$ cat src/rtl/core/hash_driven_ternary_sampler_defines.svh
// Assertion helpers for the ternary sampler core.
`ifndef HASH_DRIVEN_TERNARY_SAMPLER_DEFINES_SVH
`define HASH_DRIVEN_TERNARY_SAMPLER_DEFINES_SVH

// Same-cycle implication, checked outside reset.
`define HDTS_ASSERT_IMP(lbl, ante, cons) \
    lbl: assert property (@(posedge i_clk) disable iff (!i_rst_n) (ante) |-> (cons)) \
        else $error("hdts assertion failed");

// Next-cycle implication, checked outside reset.
`define HDTS_ASSERT_NXT(lbl, ante, cons) \
    lbl: assert property (@(posedge i_clk) disable iff (!i_rst_n) (ante) |=> (cons)) \
        else $error("hdts assertion failed");

`endif

$ cat src/rtl/core/hdts_pkg.sv
package hdts_pkg;

    localparam int POLY_COEFFS = 256;
    localparam int MAX_POLYS   = 64;
    localparam int CW  = $clog2(POLY_COEFFS);
    localparam int PW  = (MAX_POLYS > 1) ? $clog2(MAX_POLYS) : 1;
    localparam int PCW = $clog2(MAX_POLYS + 1) + 1;

    localparam int QDEPTH = 4;
    localparam int QAW    = $clog2(QDEPTH);

    // Configuration register indexes.
    localparam logic [2:0] CFG_SEED0  = 3'd0;
    localparam logic [2:0] CFG_SEED1  = 3'd1;
    localparam logic [2:0] CFG_SEED2  = 3'd2;
    localparam logic [2:0] CFG_SEED3  = 3'd3;
    localparam logic [2:0] CFG_LEGACY = 3'd4;
    localparam logic [2:0] CFG_MOD    = 3'd5;
    localparam logic [2:0] CFG_PCOUNT = 3'd6;

    localparam logic [7:0] REJECT_LIMIT = 8'd243;

    // Domain separation tags, ASCII bytes, first byte in the top bits.
    localparam logic [215:0] TAG_STRONG =
        216'h4254582D534D494C452D56322D5445524E4152592D5354524F4E47;
    localparam logic [255:0] TAG_LEGACY =
        256'h4254582D534D494C452D56322D5445524E4152592D4C45474143592D53454544;

    localparam logic [255:0] SHA_IV = {
        32'h6a09e667, 32'hbb67ae85, 32'h3c6ef372, 32'ha54ff53a,
        32'h510e527f, 32'h9b05688c, 32'h1f83d9ab, 32'h5be0cd19};

    localparam logic [31:0] SHA_K [64] = '{
        32'h428a2f98, 32'h71374491, 32'hb5c0fbcf, 32'he9b5dba5,
        32'h3956c25b, 32'h59f111f1, 32'h923f82a4, 32'hab1c5ed5,
        32'hd807aa98, 32'h12835b01, 32'h243185be, 32'h550c7dc3,
        32'h72be5d74, 32'h80deb1fe, 32'h9bdc06a7, 32'hc19bf174,
        32'he49b69c1, 32'hefbe4786, 32'h0fc19dc6, 32'h240ca1cc,
        32'h2de92c6f, 32'h4a7484aa, 32'h5cb0a9dc, 32'h76f988da,
        32'h983e5152, 32'ha831c66d, 32'hb00327c8, 32'hbf597fc7,
        32'hc6e00bf3, 32'hd5a79147, 32'h06ca6351, 32'h14292967,
        32'h27b70a85, 32'h2e1b2138, 32'h4d2c6dfc, 32'h53380d13,
        32'h650a7354, 32'h766a0abb, 32'h81c2c92e, 32'h92722c85,
        32'ha2bfe8a1, 32'ha81a664b, 32'hc24b8b70, 32'hc76c51a3,
        32'hd192e819, 32'hd6990624, 32'hf40e3585, 32'h106aa070,
        32'h19a4c116, 32'h1e376c08, 32'h2748774c, 32'h34b0bcb5,
        32'h391c0cb3, 32'h4ed8aa4a, 32'h5b9cca4f, 32'h682e6ff3,
        32'h748f82ee, 32'h78a5636f, 32'h84c87814, 32'h8cc70208,
        32'h90befffa, 32'ha4506ceb, 32'hbef9a3f7, 32'hc67178f2};

    // Head of the restart queue as seen by the back end.
    typedef struct packed {
        logic valid;
        logic restart;
    } t_qhead;

    // Configuration snapshot handed to the back end.
    typedef struct packed {
        logic [255:0] seed;
        logic         legacy;
        logic [31:0]  modulus;
        logic [6:0]   poly_count;
    } t_cfg;

    function automatic logic [31:0] rotr(input logic [31:0] x, input int n);
        return (x >> n) | (x << (32 - n));
    endfunction

    // Reverse byte order of a 64-bit word.
    function automatic logic [63:0] bswap64(input logic [63:0] v);
        logic [63:0] r;
        for (int i = 0; i < 8; i++) begin
            r[63 - 8 * i -: 8] = v[8 * i +: 8];
        end
        return r;
    endfunction

endpackage

$ cat src/rtl/core/hash_driven_ternary_sampler.sv
// Channel   Direction  Handshake          Payload
// input     in         i_valid / o_stall  i_restart
// output    out        o_valid / i_stall  coefficient, trit, indexes, last
// config    in         i_cfg_we           i_cfg_index, i_cfg_data
//
// A coefficient whose byte comes from the buffer passes through the fetch and emit states, with
// one more fetch per rejected byte; every 32 stream bytes cost two compressions in the single
// iterative SHA-256 round unit.
// A legacy restart adds one more compression before the first block.
// Reset is synchronous and active low; the stream restarts from an all-zero seed.
// The input queue holds four transactions; the output register holds one result.
`include "hash_driven_ternary_sampler_defines.svh"

module hash_driven_ternary_sampler (
    input  logic              i_clk,
    input  logic              i_rst_n,
    input  logic              i_valid,
    output logic              o_stall,
    input  logic              i_restart,
    output logic              o_valid,
    input  logic              i_stall,
    output logic [31:0]       o_coefficient,
    output logic signed [1:0] o_trit,
    output logic [7:0]        o_coeff_index,
    output logic [5:0]        o_poly_index,
    output logic              o_last,
    input  logic              i_cfg_we,
    input  logic [2:0]        i_cfg_index,
    input  logic [63:0]       i_cfg_data
);

    hdts_pkg::t_cfg   r_cfg;
    hdts_pkg::t_qhead head;
    logic             pop;

    // Configuration registers.
    always_ff @(posedge i_clk) begin
        if (!i_rst_n) begin
            r_cfg.seed       <= '0;
            r_cfg.legacy     <= 1'b0;
            r_cfg.modulus    <= 32'd3;
            r_cfg.poly_count <= 7'd1;
        end else if (i_cfg_we) begin
            unique case (i_cfg_index)
                hdts_pkg::CFG_SEED0:  r_cfg.seed[255:192] <= i_cfg_data;
                hdts_pkg::CFG_SEED1:  r_cfg.seed[191:128] <= i_cfg_data;
                hdts_pkg::CFG_SEED2:  r_cfg.seed[127:64]  <= i_cfg_data;
                hdts_pkg::CFG_SEED3:  r_cfg.seed[63:0]    <= i_cfg_data;
                hdts_pkg::CFG_LEGACY: r_cfg.legacy        <= i_cfg_data[0];
                hdts_pkg::CFG_MOD:    r_cfg.modulus       <= i_cfg_data[31:0];
                hdts_pkg::CFG_PCOUNT: r_cfg.poly_count    <= i_cfg_data[6:0];
                default: ;
            endcase
        end
    end

    hdts_front u_front (
        .i_clk     (i_clk),
        .i_rst_n   (i_rst_n),
        .i_valid   (i_valid),
        .o_stall   (o_stall),
        .i_restart (i_restart),
        .i_pop     (pop),
        .o_head    (head)
    );

    hdts_back u_back (
        .i_clk         (i_clk),
        .i_rst_n       (i_rst_n),
        .i_cfg         (r_cfg),
        .i_head        (head),
        .o_pop         (pop),
        .o_valid       (o_valid),
        .i_stall       (i_stall),
        .o_coefficient (o_coefficient),
        .o_trit        (o_trit),
        .o_coeff_index (o_coeff_index),
        .o_poly_index  (o_poly_index),
        .o_last        (o_last)
    );

    // The back end only takes a transaction that is in the queue.
    `HDTS_ASSERT_IMP(a_pop_has_item, pop, head.valid)
    // A zero trit always carries a zero coefficient.
    `HDTS_ASSERT_IMP(a_trit_zero, o_valid && (o_trit == 2'sb00), o_coefficient == 32'd0)
    // The end of the vector falls on the last coefficient of a polynomial.
    `HDTS_ASSERT_IMP(a_last_pos, o_valid && o_last,
        o_coeff_index == 8'(hdts_pkg::POLY_COEFFS - 1))

endmodule

$ cat src/rtl/core/hdts_sha.sv
module hdts_sha (
    input  logic         i_clk,
    input  logic         i_rst_n,
    input  logic         i_start,
    input  logic [255:0] i_h,
    input  logic [511:0] i_blk,
    output logic         o_done,
    output logic [255:0] o_h
);

    logic [31:0]  r_st [8];
    logic [31:0]  r_w  [16];
    logic [255:0] r_hin;
    logic [5:0]   r_rnd;
    logic         r_busy;
    logic         r_fin;
    logic         r_done;
    logic [255:0] r_hout;

    logic [31:0] t1, t2, w16, s0, s1;

    // One round of the compression function per cycle.
    always_comb begin
        t1 = r_st[7] + (hdts_pkg::rotr(r_st[4], 6) ^ hdts_pkg::rotr(r_st[4], 11)
             ^ hdts_pkg::rotr(r_st[4], 25)) + ((r_st[4] & r_st[5]) ^ (~r_st[4] & r_st[6]))
             + hdts_pkg::SHA_K[r_rnd] + r_w[0];
        t2 = (hdts_pkg::rotr(r_st[0], 2) ^ hdts_pkg::rotr(r_st[0], 13)
             ^ hdts_pkg::rotr(r_st[0], 22))
             + ((r_st[0] & r_st[1]) ^ (r_st[0] & r_st[2]) ^ (r_st[1] & r_st[2]));
        s0 = hdts_pkg::rotr(r_w[1], 7) ^ hdts_pkg::rotr(r_w[1], 18) ^ (r_w[1] >> 3);
        s1 = hdts_pkg::rotr(r_w[14], 17) ^ hdts_pkg::rotr(r_w[14], 19) ^ (r_w[14] >> 10);
        w16 = r_w[0] + s0 + r_w[9] + s1;
    end

    // Control: busy over 64 rounds, then the feed-forward add is registered before done rises.
    always_ff @(posedge i_clk) begin
        if (!i_rst_n) begin
            r_busy <= 1'b0;
            r_fin  <= 1'b0;
            r_done <= 1'b0;
            r_rnd  <= '0;
        end else begin
            r_done <= r_fin;
            r_fin  <= 1'b0;
            if (i_start && !r_busy) begin
                r_busy <= 1'b1;
                r_rnd  <= '0;
            end else if (r_busy) begin
                r_rnd <= r_rnd + 6'd1;
                if (r_rnd == 6'd63) begin
                    r_busy <= 1'b0;
                    r_fin  <= 1'b1;
                end
            end
        end
    end

    // Working variables and message schedule window.
    always_ff @(posedge i_clk) begin
        if (i_start && !r_busy) begin
            r_hin <= i_h;
            for (int j = 0; j < 8; j++) begin
                r_st[j] <= i_h[255 - 32 * j -: 32];
            end
            for (int j = 0; j < 16; j++) begin
                r_w[j] <= i_blk[511 - 32 * j -: 32];
            end
        end else if (r_busy) begin
            r_st[0] <= t1 + t2;
            r_st[1] <= r_st[0];
            r_st[2] <= r_st[1];
            r_st[3] <= r_st[2];
            r_st[4] <= r_st[3] + t1;
            r_st[5] <= r_st[4];
            r_st[6] <= r_st[5];
            r_st[7] <= r_st[6];
            for (int j = 0; j < 15; j++) begin
                r_w[j] <= r_w[j + 1];
            end
            r_w[15] <= w16;
        end
        if (r_fin) begin
            for (int j = 0; j < 8; j++) begin
                r_hout[255 - 32 * j -: 32] <= r_hin[255 - 32 * j -: 32] + r_st[j];
            end
        end
    end

    assign o_done = r_done;
    assign o_h    = r_hout;

endmodule

$ cat src/rtl/core/hdts_front.sv
module hdts_front (
    input  logic             i_clk,
    input  logic             i_rst_n,
    input  logic             i_valid,
    output logic             o_stall,
    input  logic             i_restart,
    input  logic             i_pop,
    output hdts_pkg::t_qhead o_head
);

    logic [hdts_pkg::QDEPTH-1:0] r_q;
    logic [hdts_pkg::QAW-1:0]    r_wp, r_rp;
    logic [hdts_pkg::QAW:0]      r_cnt;
    logic                        push, pop;

    assign o_stall = (r_cnt == (hdts_pkg::QAW + 1)'(hdts_pkg::QDEPTH));
    assign push    = i_valid && !o_stall;
    assign pop     = i_pop && (r_cnt != '0);

    // Queue of accepted transactions waiting for the back end.
    always_ff @(posedge i_clk) begin
        if (!i_rst_n) begin
            r_wp  <= '0;
            r_rp  <= '0;
            r_cnt <= '0;
        end else begin
            if (push) begin
                r_wp <= r_wp + 1'b1;
            end
            if (pop) begin
                r_rp <= r_rp + 1'b1;
            end
            if (push && !pop) begin
                r_cnt <= r_cnt + 1'b1;
            end else if (pop && !push) begin
                r_cnt <= r_cnt - 1'b1;
            end
        end
    end

    always_ff @(posedge i_clk) begin
        if (push) begin
            r_q[r_wp] <= i_restart;
        end
    end

    assign o_head.valid   = (r_cnt != '0);
    assign o_head.restart = r_q[r_rp];

endmodule

$ cat src/rtl/core/hdts_back.sv
module hdts_back (
    input  logic             i_clk,
    input  logic             i_rst_n,
    input  hdts_pkg::t_cfg   i_cfg,
    input  hdts_pkg::t_qhead i_head,
    output logic             o_pop,
    output logic             o_valid,
    input  logic             i_stall,
    output logic [31:0]      o_coefficient,
    output logic signed [1:0] o_trit,
    output logic [7:0]       o_coeff_index,
    output logic [5:0]       o_poly_index,
    output logic             o_last
);

    typedef enum logic [5:0] {
        B_IDLE  = 6'b000001,
        B_LEG   = 6'b000010,
        B_FETCH = 6'b000100,
        B_H1    = 6'b001000,
        B_H2    = 6'b010000,
        B_EMIT  = 6'b100000
    } t_bstate;

    t_bstate r_st, n_st;

    logic [63:0]  r_seed [4];
    logic [63:0]  r_ctr;
    logic [255:0] r_buf;
    logic [5:0]   r_off;
    logic [7:0]   r_byte;
    logic [hdts_pkg::CW-1:0] r_coeff;
    logic [hdts_pkg::PW-1:0] r_poly;

    logic         r_ovalid;
    logic [31:0]  r_ocoef;
    logic [1:0]   r_otrit;
    logic [7:0]   r_oci;
    logic [5:0]   r_opi;
    logic         r_olast;

    logic         sha_start, sha_done;
    logic [255:0] sha_hin, sha_hout;
    logic [511:0] sha_blk;

    logic [63:0]  ctr_le;
    logic [511:0] blk_leg, blk1, blk2;
    logic [15:0]  q_prod;
    logic [7:0]   quo, rem;
    logic [hdts_pkg::PCW-1:0] pc;
    logic         coeff_end, poly_end, out_load;

    // Message blocks for the seed expansion and the two stream blocks.
    assign ctr_le  = hdts_pkg::bswap64(r_ctr);
    assign blk_leg = {hdts_pkg::TAG_LEGACY, hdts_pkg::bswap64(i_cfg.seed[255:192]),
                      8'h80, 120'd0, 64'd320};
    assign blk1    = {hdts_pkg::TAG_STRONG, hdts_pkg::bswap64(r_seed[0]),
                      hdts_pkg::bswap64(r_seed[1]), hdts_pkg::bswap64(r_seed[2]),
                      hdts_pkg::bswap64(r_seed[3]), ctr_le[63:24]};
    assign blk2    = {ctr_le[23:0], 8'h80, 416'd0, 64'd536};

    hdts_sha u_sha (
        .i_clk   (i_clk),
        .i_rst_n (i_rst_n),
        .i_start (sha_start),
        .i_h     (sha_hin),
        .i_blk   (sha_blk),
        .o_done  (sha_done),
        .o_h     (sha_hout)
    );

    // Byte mod 3 by reciprocal multiply.
    assign q_prod = 16'(r_byte) * 16'd171;
    assign quo    = {1'b0, q_prod[15:9]};
    assign rem    = r_byte - 8'(quo * 8'd3);

    // Clamped polynomial count and end-of-vector tests.
    always_comb begin
        if (i_cfg.poly_count == 7'd0) begin
            pc = hdts_pkg::PCW'(1);
        end else if (hdts_pkg::PCW'(i_cfg.poly_count) > hdts_pkg::PCW'(hdts_pkg::MAX_POLYS)) begin
            pc = hdts_pkg::PCW'(hdts_pkg::MAX_POLYS);
        end else begin
            pc = hdts_pkg::PCW'(i_cfg.poly_count);
        end
    end
    assign coeff_end = (r_coeff == hdts_pkg::CW'(hdts_pkg::POLY_COEFFS - 1));
    assign poly_end  = ((hdts_pkg::PCW'(r_poly) + hdts_pkg::PCW'(1)) >= pc);
    assign out_load  = (r_st == B_EMIT) && (!r_ovalid || !i_stall);

    // Sequencer next state and hash requests.
    always_comb begin
        n_st      = r_st;
        o_pop     = 1'b0;
        sha_start = 1'b0;
        sha_hin   = hdts_pkg::SHA_IV;
        sha_blk   = blk1;
        unique case (r_st)
            B_IDLE: begin
                if (i_head.valid) begin
                    o_pop = 1'b1;
                    if (i_head.restart && i_cfg.legacy) begin
                        sha_start = 1'b1;
                        sha_blk   = blk_leg;
                        n_st      = B_LEG;
                    end else begin
                        n_st = B_FETCH;
                    end
                end
            end
            B_LEG: begin
                sha_blk = blk_leg;
                if (sha_done) begin
                    n_st = B_FETCH;
                end
            end
            B_FETCH: begin
                if (r_off[5]) begin
                    sha_start = 1'b1;
                    n_st      = B_H1;
                end else if (r_buf[255:248] < hdts_pkg::REJECT_LIMIT) begin
                    n_st = B_EMIT;
                end
            end
            B_H1: begin
                if (sha_done) begin
                    sha_start = 1'b1;
                    sha_hin   = sha_hout;
                    sha_blk   = blk2;
                    n_st      = B_H2;
                end
            end
            B_H2: begin
                if (sha_done) begin
                    n_st = B_FETCH;
                end
            end
            B_EMIT: begin
                if (out_load) begin
                    n_st = B_IDLE;
                end
            end
            default: n_st = B_IDLE;
        endcase
    end

    // Stream state, positions and output register.
    always_ff @(posedge i_clk) begin
        if (!i_rst_n) begin
            r_st     <= B_IDLE;
            for (int i = 0; i < 4; i++) begin
                r_seed[i] <= '0;
            end
            r_ctr    <= '0;
            r_off    <= 6'd32;
            r_coeff  <= '0;
            r_poly   <= '0;
            r_ovalid <= 1'b0;
        end else begin
            r_st <= n_st;
            if (r_st == B_IDLE && i_head.valid && i_head.restart) begin
                r_ctr   <= '0;
                r_off   <= 6'd32;
                r_coeff <= '0;
                r_poly  <= '0;
                if (!i_cfg.legacy) begin
                    for (int i = 0; i < 4; i++) begin
                        r_seed[i] <= i_cfg.seed[255 - 64 * i -: 64];
                    end
                end
            end
            if (r_st == B_LEG && sha_done) begin
                for (int i = 0; i < 4; i++) begin
                    r_seed[i] <= hdts_pkg::bswap64(sha_hout[255 - 64 * i -: 64]);
                end
            end
            if (r_st == B_FETCH && !r_off[5]) begin
                r_off <= r_off + 6'd1;
            end
            if (r_st == B_H2 && sha_done) begin
                r_off <= '0;
                r_ctr <= r_ctr + 64'd1;
            end
            if (out_load) begin
                r_ovalid <= 1'b1;
                if (coeff_end) begin
                    r_coeff <= '0;
                    r_poly  <= poly_end ? '0 : r_poly + 1'b1;
                end else begin
                    r_coeff <= r_coeff + 1'b1;
                end
            end else if (!i_stall) begin
                r_ovalid <= 1'b0;
            end
        end
    end

    // Digest byte buffer and output payload.
    always_ff @(posedge i_clk) begin
        if (r_st == B_H2 && sha_done) begin
            r_buf <= sha_hout;
        end else if (r_st == B_FETCH && !r_off[5]) begin
            r_buf  <= {r_buf[247:0], 8'd0};
            r_byte <= r_buf[255:248];
        end
        if (out_load) begin
            case (rem)
                8'd0: begin
                    r_ocoef <= i_cfg.modulus - 32'd1;
                    r_otrit <= 2'b11;
                end
                8'd1: begin
                    r_ocoef <= 32'd0;
                    r_otrit <= 2'b00;
                end
                default: begin
                    r_ocoef <= 32'd1;
                    r_otrit <= 2'b01;
                end
            endcase
            r_oci   <= 8'(r_coeff);
            r_opi   <= 6'(r_poly);
            r_olast <= coeff_end && poly_end;
        end
    end

    assign o_valid       = r_ovalid;
    assign o_coefficient = r_ocoef;
    assign o_trit        = r_otrit;
    assign o_coeff_index = r_oci;
    assign o_poly_index  = r_opi;
    assign o_last        = r_olast;

endmodule
$ cat config.mk
export PLATFORM = sky130hd
export DESIGN_NAME = hash_driven_ternary_sampler
export DESIGN_NICKNAME = d
export VERILOG_FILES = /design/src/rtl/core/hdts_pkg.sv /design/src/rtl/core/hash_driven_ternary_sampler.sv /design/src/rtl/core/hdts_sha.sv /design/src/rtl/core/hdts_front.sv /design/src/rtl/core/hdts_back.sv
export VERILOG_INCLUDE_DIRS = /design/src /design/src/rtl/core
export SDC_FILE = /design/constraint.sdc
export NUM_CORES = 2
export LEC_CHECK = 0
export BUFFER_PORTS_ARGS = -buffer_cell sky130_fd_sc_hd__buf_2
export CAP_MARGIN = 30
export CORE_UTILIZATION = 58
export CTS_CLUSTER_DIAMETER = 40
export DETAILED_ROUTE_END_ITERATION = 10
export GPL_TIMING_DRIVEN = 0
export PLACE_DENSITY = 0.77
export SLEW_MARGIN = 20
export SYNTH_ARGS = -nofsm -noshare
export SYNTH_HDL_FRONTEND = slang
export SYNTH_SLANG_ARGS = --single-unit
$ cat constraint.sdc
create_clock -name i_clk -period 17.75 [get_ports i_clk]
set_clock_uncertainty 0.15 [all_clocks]
set_input_delay 0 -clock i_clk [delete_from_list [all_inputs] [get_ports i_clk]]
set_output_delay 0 -clock i_clk [all_outputs]
set_load 0.03 [all_outputs]
# Word-level counts from Yosys, hierarchy flattened
# Memories as Yosys holds them, arrays and structs flattened.
# Cells that the tools add are included.
dict set report word_totals {
  ff_bits 1232
  out_inout_bits 51
  ram_bits 1024
  mem_count 4
  latch_bits 0
  mem_bits_ro 2048
}
# memory words width rd rd_ports_with_merged_regs wr line_no
set mem_list {}
lappend mem_list {{(no name shown)} 64 32 1 0 0 hdts_sha.sv:26} ;# + hdts_pkg::SHA_K[r_rnd] + r_w[0];
lappend mem_list {u_back.u_sha.r_w 16 32 16 0 16 hdts_sha.sv:12} ;# logic [31:0] r_w [16];
lappend mem_list {u_back.r_seed 4 64 4 0 4 hdts_back.sv:27} ;# logic [63:0] r_seed [4];
lappend mem_list {u_back.u_sha.r_st 8 32 8 0 8 hdts_sha.sv:11} ;# logic [31:0] r_st [8];
dict set report classes {
  n_eq_ne 22
  div_mod_pow 0
  n_shift 0
  n_lt_le_gt_ge 7
  n_addsub 30
  bitwise 63
  reduce_logical 45
  multipliers 2
  mux 99
}
# operator count
set op_table {}
lappend op_table {{case mux 512 bit (3 select lines)} 1}
lappend op_table {{two-way mux 256 bit} 4}
lappend op_table {{two-way mux 512 bit} 2}
lappend op_table {{two-way mux 32 bit} 26}
lappend op_table {{two-way mux 64 bit} 10}
lappend op_table {{adder 32 bit} 18}
lappend op_table {{two-way mux 341 bit} 1}
lappend op_table {{bitwise XOR 32 bit} 9}
lappend op_table {{AND 32 bit} 5}
lappend op_table {{two-way mux 6 bit} 13}
lappend op_table {{adder 64 x 1 -> 64 bit (second input constant)} 1}
lappend op_table {{case mux 32 bit (2 select lines)} 1}
lappend op_table {{two-way mux 8 bit} 4}
lappend op_table {{inverter 32 bit} 1}
lappend op_table {{OR 1 bit} 32}
lappend op_table {{OR 10 x 32 -> 32 bit} 1}
lappend op_table {{OR 13 x 32 -> 32 bit} 1}
lappend op_table {{OR 14 x 32 -> 32 bit} 1}
lappend op_table {{OR 15 x 32 -> 32 bit} 1}
lappend op_table {{OR 19 x 32 -> 32 bit} 1}
lappend op_table {{OR 21 x 32 -> 32 bit} 1}
lappend op_table {{OR 25 x 32 -> 32 bit} 1}
lappend op_table {{OR 26 x 32 -> 32 bit} 1}
lappend op_table {{OR 30 x 32 -> 32 bit} 1}
lappend op_table {{56 further kinds} 131}

# Depth between registers and ports, before layout
dict set report depth {
  word_depth 10
  mapped_depth 41
  depth_no_buf 38
}

# Cells and area by module
# Synthesis repeated with hierarchy kept, for this count alone.
dict set report hier_totals {
  cells_unflattened 10795
  hier_area_um2 121207.5
}
# module area_per_inst_um2 seq_area_each_um2 cells_each n_inst
set by_module_without_submodules {}
lappend by_module_without_submodules {hdts_sha 75454.9 38617.0 6430 1}
lappend by_module_without_submodules {hdts_back 34466.8 18908.1 3282 1}
lappend by_module_without_submodules {hash_driven_ternary_sampler 10702.8 5925.7 1034 1}
lappend by_module_without_submodules {hdts_front 583.1 260.2 49 1}

# Least setup slack after synthesis
# OpenSTA, ideal clock, no wires.
dict set report synth_timing {
  path_kind {reg-to-reg}
  from {register u_back.r_st[2]}
  to {memory u_back.u_sha.r_st[0][0] (enable)}
  stages_incl_launch_ff 11
  arrival_ps 16692
  setup_slack_ps -202
  synth_period_minus_slack_ps 17952
  path_cell_list {dfxtp_1 nor3_1 nand3_1 nor2_1 and2_1 clkbuf_1 nand2_1 and3_1 and2_1 clkbuf_1 inv_1}
}
# element line_no
set synth_rtl {}
lappend synth_rtl {{start, declared} hdts_back.sv:25} ;# t_bstate r_st, n_st;
lappend synth_rtl {{start signal, assigned} hdts_back.sv:160} ;# r_st <= n_st;
lappend synth_rtl {{end, declared} hdts_sha.sv:11}

==> results.md <==
* Count of input and output buffers at 121
* Htree depth at 5
* DR pass1 iterations at 11
* Avg Inst Size Synth at 10.9 µm²
* Die width at 454 µm
* FF-to-FF Start: u_back.u_sha.r_rnd[1]
* Hold Path Class: primary input to flip-flop
* TritonCTS buffer count at 347
* Failing checks: design-rule violations
* Fmax at 79.1 MHz
* Setup CP Type: flip-flop to flip-flop
* Launch point of the worst path: u_back.u_sha.r_rnd[1]
* Ratio of cells with drive above 1 in the final layout at 0.109
* Async S/R FF share, synth at 0
* Number of max-cap violations at 0
* Drt drc at 1
* Largest net degree at the start of global routing at 59
* Post-Synth XOR/XNOR Area at 0.0486
* Flops & latches, synth at 2256
* Synth Area in Adders at 0.0852
* Cell Area, Synth at 0.119 mm²
* RSZ-0062 raised after global routing: false
* CTS Root Cell: clkbuf_16
* Net Count, Synth at 11600
* Grt ovf at 0
* Vias in the first global route at 89000
* Critical path endpoint category: flip-flop
* CP startpoint kind: flip-flop
* 1st-iter DRT viols at 15500
* Cells on Worst Hold Path at 4
* DP HPWL at 379000 µm
* R2r worst-path depth at 38
* Biggest area consumer among synthesized cells: edfxtp_1
* Share of the synthesized area in the top cell type at 0.469
* Post-synthesis cell type count at 84
* Total Nets Final at 12400
* DRT Wirelength at 495000 µm
* Crit path required time at 18.28 ns
* Multiplexer share of the synthesized area at 0.0223
* Crit path buf inv count at 8
* # rows at 165
* Ratio of final minimum period to clock period at 0.712
* DR vias/cell at 6.60
* Initial antenna violation count at 78
* Cell family contributing the most delay on the critical path: compound AO/OA/AOI/OAI gates
* Via count at 96800
* DR WL/cell at 33.7 µm
* Most used DFF post-synth: edfxtp_1
* Clk buf depth at 4
* Top cells by area in the synthesized netlist: edfxtp_1, dfxtp_1, nand2_1
* Largest family of logic cells by synthesized area: simple AND/OR/NAND/NOR gates
* Final setup fails at 0
* Register area share after synthesis at 0.537
* Slew @ Worst Pin at 1.24 ns
* Final Critical Period at 12.63 ns
* Crit Path Max Fanout at 13
* Most frequent CP cell: fa_1
* Slowest stage delay, CP at 0.79 ns
* DIE HEIGHT at 454 µm
* GRT Total Usage at 0.473
* Relative slew slack at 0.170
* Layout fillers at 14800
* # IOs at 124
* Max-slew violation count at 0
* Initial Util at 0.585
* Synth Area in Simple Gates at 0.140
* First-pass GRT wire length at 673000 µm
* CTS tree: built
* Met1 Use GR at 0.599
* Routing usage on met2 at 0.659
* Commonest cells post-synth: nand2_1, edfxtp_1, clkbuf_1, xnor2_1, ha_1
* WP data arrival at 13.16 ns
* Synth Instances at 10900
* Crit-path slowest cell: dfxtp_1
* Area growth, synth to finish at 16.5%
* Post-synth EDFFs at 1853
* Area of the die at 0.206 mm²
* GP Congestion at 1.07
* Clock Sink Count at 2256
* Status: complete, but fails checks
* Hold Vio Cnt, Final at 0
* Skew-Pair Late Insertion Delay at 0.99 ns
* Worst path depth at 38
* Fin Hold WS at 0.0435 ns
* Top-count cell post-synth: nand2_1
* Core Area at 0.203 mm²
* Synth Warn # at 0
* Compound-Gate Fraction of Synth Area at 0.134
* Hold_sp: i_cfg_data[24]
* Top Usage Layer GRT: met2
* Post-route ant nets at 0
* M3 GR Usage at 0.164
* Clock Pin Slew Worst Setup and Hold Paths at 0.06 ns
## final cells by class
class / instances / area (µm²) / share of cell area
multi-input cells: 7589 / 51200 / 0.370
flip-flops and latches: 2256 / 63700 / 0.461
repair buffers: 431 / 4320 / 0.0313
well taps: 2672 / 3340 / 0.0242
inverters: 455 / 1710 / 0.0124
clock buffers: 401 / 9200 / 0.0666
plain buffers: 579 / 2250 / 0.0163
diodes: 61 / 153 / 0.00110
clock inverters: 225 / 2340 / 0.0170
## metal layers
metal / part of all wire / up-vias
met5: 0.00036 / -
met4: 0.098 / 24
met3: 0.15 / 1898
met2: 0.40 / 7748
met1: 0.35 / 46700
li1: - / 40400
## sequential cells by signal (all words and copies together) (netlist names), 2 cells and up
register / count
u_back.u_sha.r_w: 512
r_cfg: 296
u_back.r_buf: 256
u_back.r_seed: 256
u_back.u_sha.o_h: 256
u_back.u_sha.r_hin: 256
u_back.u_sha.r_st: 256
u_back.r_ctr: 64
u_back.o_coefficient: 32
u_back.o_coeff_index: 8
u_back.r_byte: 8
u_back.r_coeff: 8
u_back.o_poly_index: 6
u_back.r_off: 6
u_back.r_poly: 6
u_back.r_st: 6
u_back.u_sha.r_rnd: 6
u_front.r_q: 4
u_front.r_cnt: 3
u_back.o_trit: 2
u_front.r_rp: 2
u_front.r_wp: 2
## through the flow
| step | cells | util | setup TNS, ns | area, µm² | setup WS, ns |
|---|---|---|---|---|---|
| after CTS | 14600 | 0.680 | 0 | 138000 | 5.43 |
| after global placement | 13700 | 0.605 | -2175.94 | 123000 | -3.04 |
| after floorplan | 10900 | - | 0 | 119000 | 3.80 |
| after detailed placement | 13800 | 0.615 | 0 | 125000 | 5.49 |
| final | 14700 | 0.682 | 0 | 138000 | 5.12 |
| after global routing | 14600 | 0.681 | 0 | 138000 | 4.78 |
## worst paths after layout
path / endpoint / slack (ns)
max: u_back.u_sha.r_st[0][28] / 5.12
min: r_cfg[64] / 0.04
max reg2reg: u_back.u_sha.r_st[0][28] / 5.12
min reg2reg: u_back.r_byte[6] / 0.30
## logic make-up (layout without fill, tap and decap cells)
group	after synthesis	after routing
fa+ha+maj	681	681
flops	2256	2256
buf+inv	1034	2091
xor+xnor	657	657
other cells	0	61
compound gates	2296	2296
mux	231	231
simple gates	3724	3724
## repair_timing
action | 4_1_cts | 5_1_grt
endpoints found under the hold margin | 336 | 0
buffers inserted | 0 | 0
setup endpoints to repair | 0 | 0
hold buffers | 162 | 0
resized for setup | 0 | 0
## worst reg2reg max path: cells and delay by family (launching register included)
kind	cells	cell delay, ns
compound gates	16	4.36
fa+ha+maj	8	3.31
buf+inv	8	2.43
simple gates	4	0.84
flops	1	0.79
xor+xnor	2	0.49
## layout by cell type, fill, tap and decap left out, drive strengths merged, types with 29 or more instances in the layout
cell,n
diode,61
dlygate4sd3,162
inv,520
fa,214
o21ai,375
mux2,195
nor2b,51
a31oi,62
a22o,259
a21boi,313
nand4,37
nand3,312
edfxtp,1853
nand2b,48
a21o,228
and3,124
clkinv,97
o21a,158
ha,458
xor2,178
nor3,84
and2,308
a221o,70
o31ai,33
buf,310
clkbuf,938
a21oi,453
clkinvlp,38
dfxtp,403
or2,145
nor2,437
mux2i,29
xnor2,478
nand2,2079
o211ai,56
a211oi,75
o21bai,47
Power is left out: the tool's default activity adds up to more than one toggle a clock period on the data nets, which glitch-free logic cannot reach.
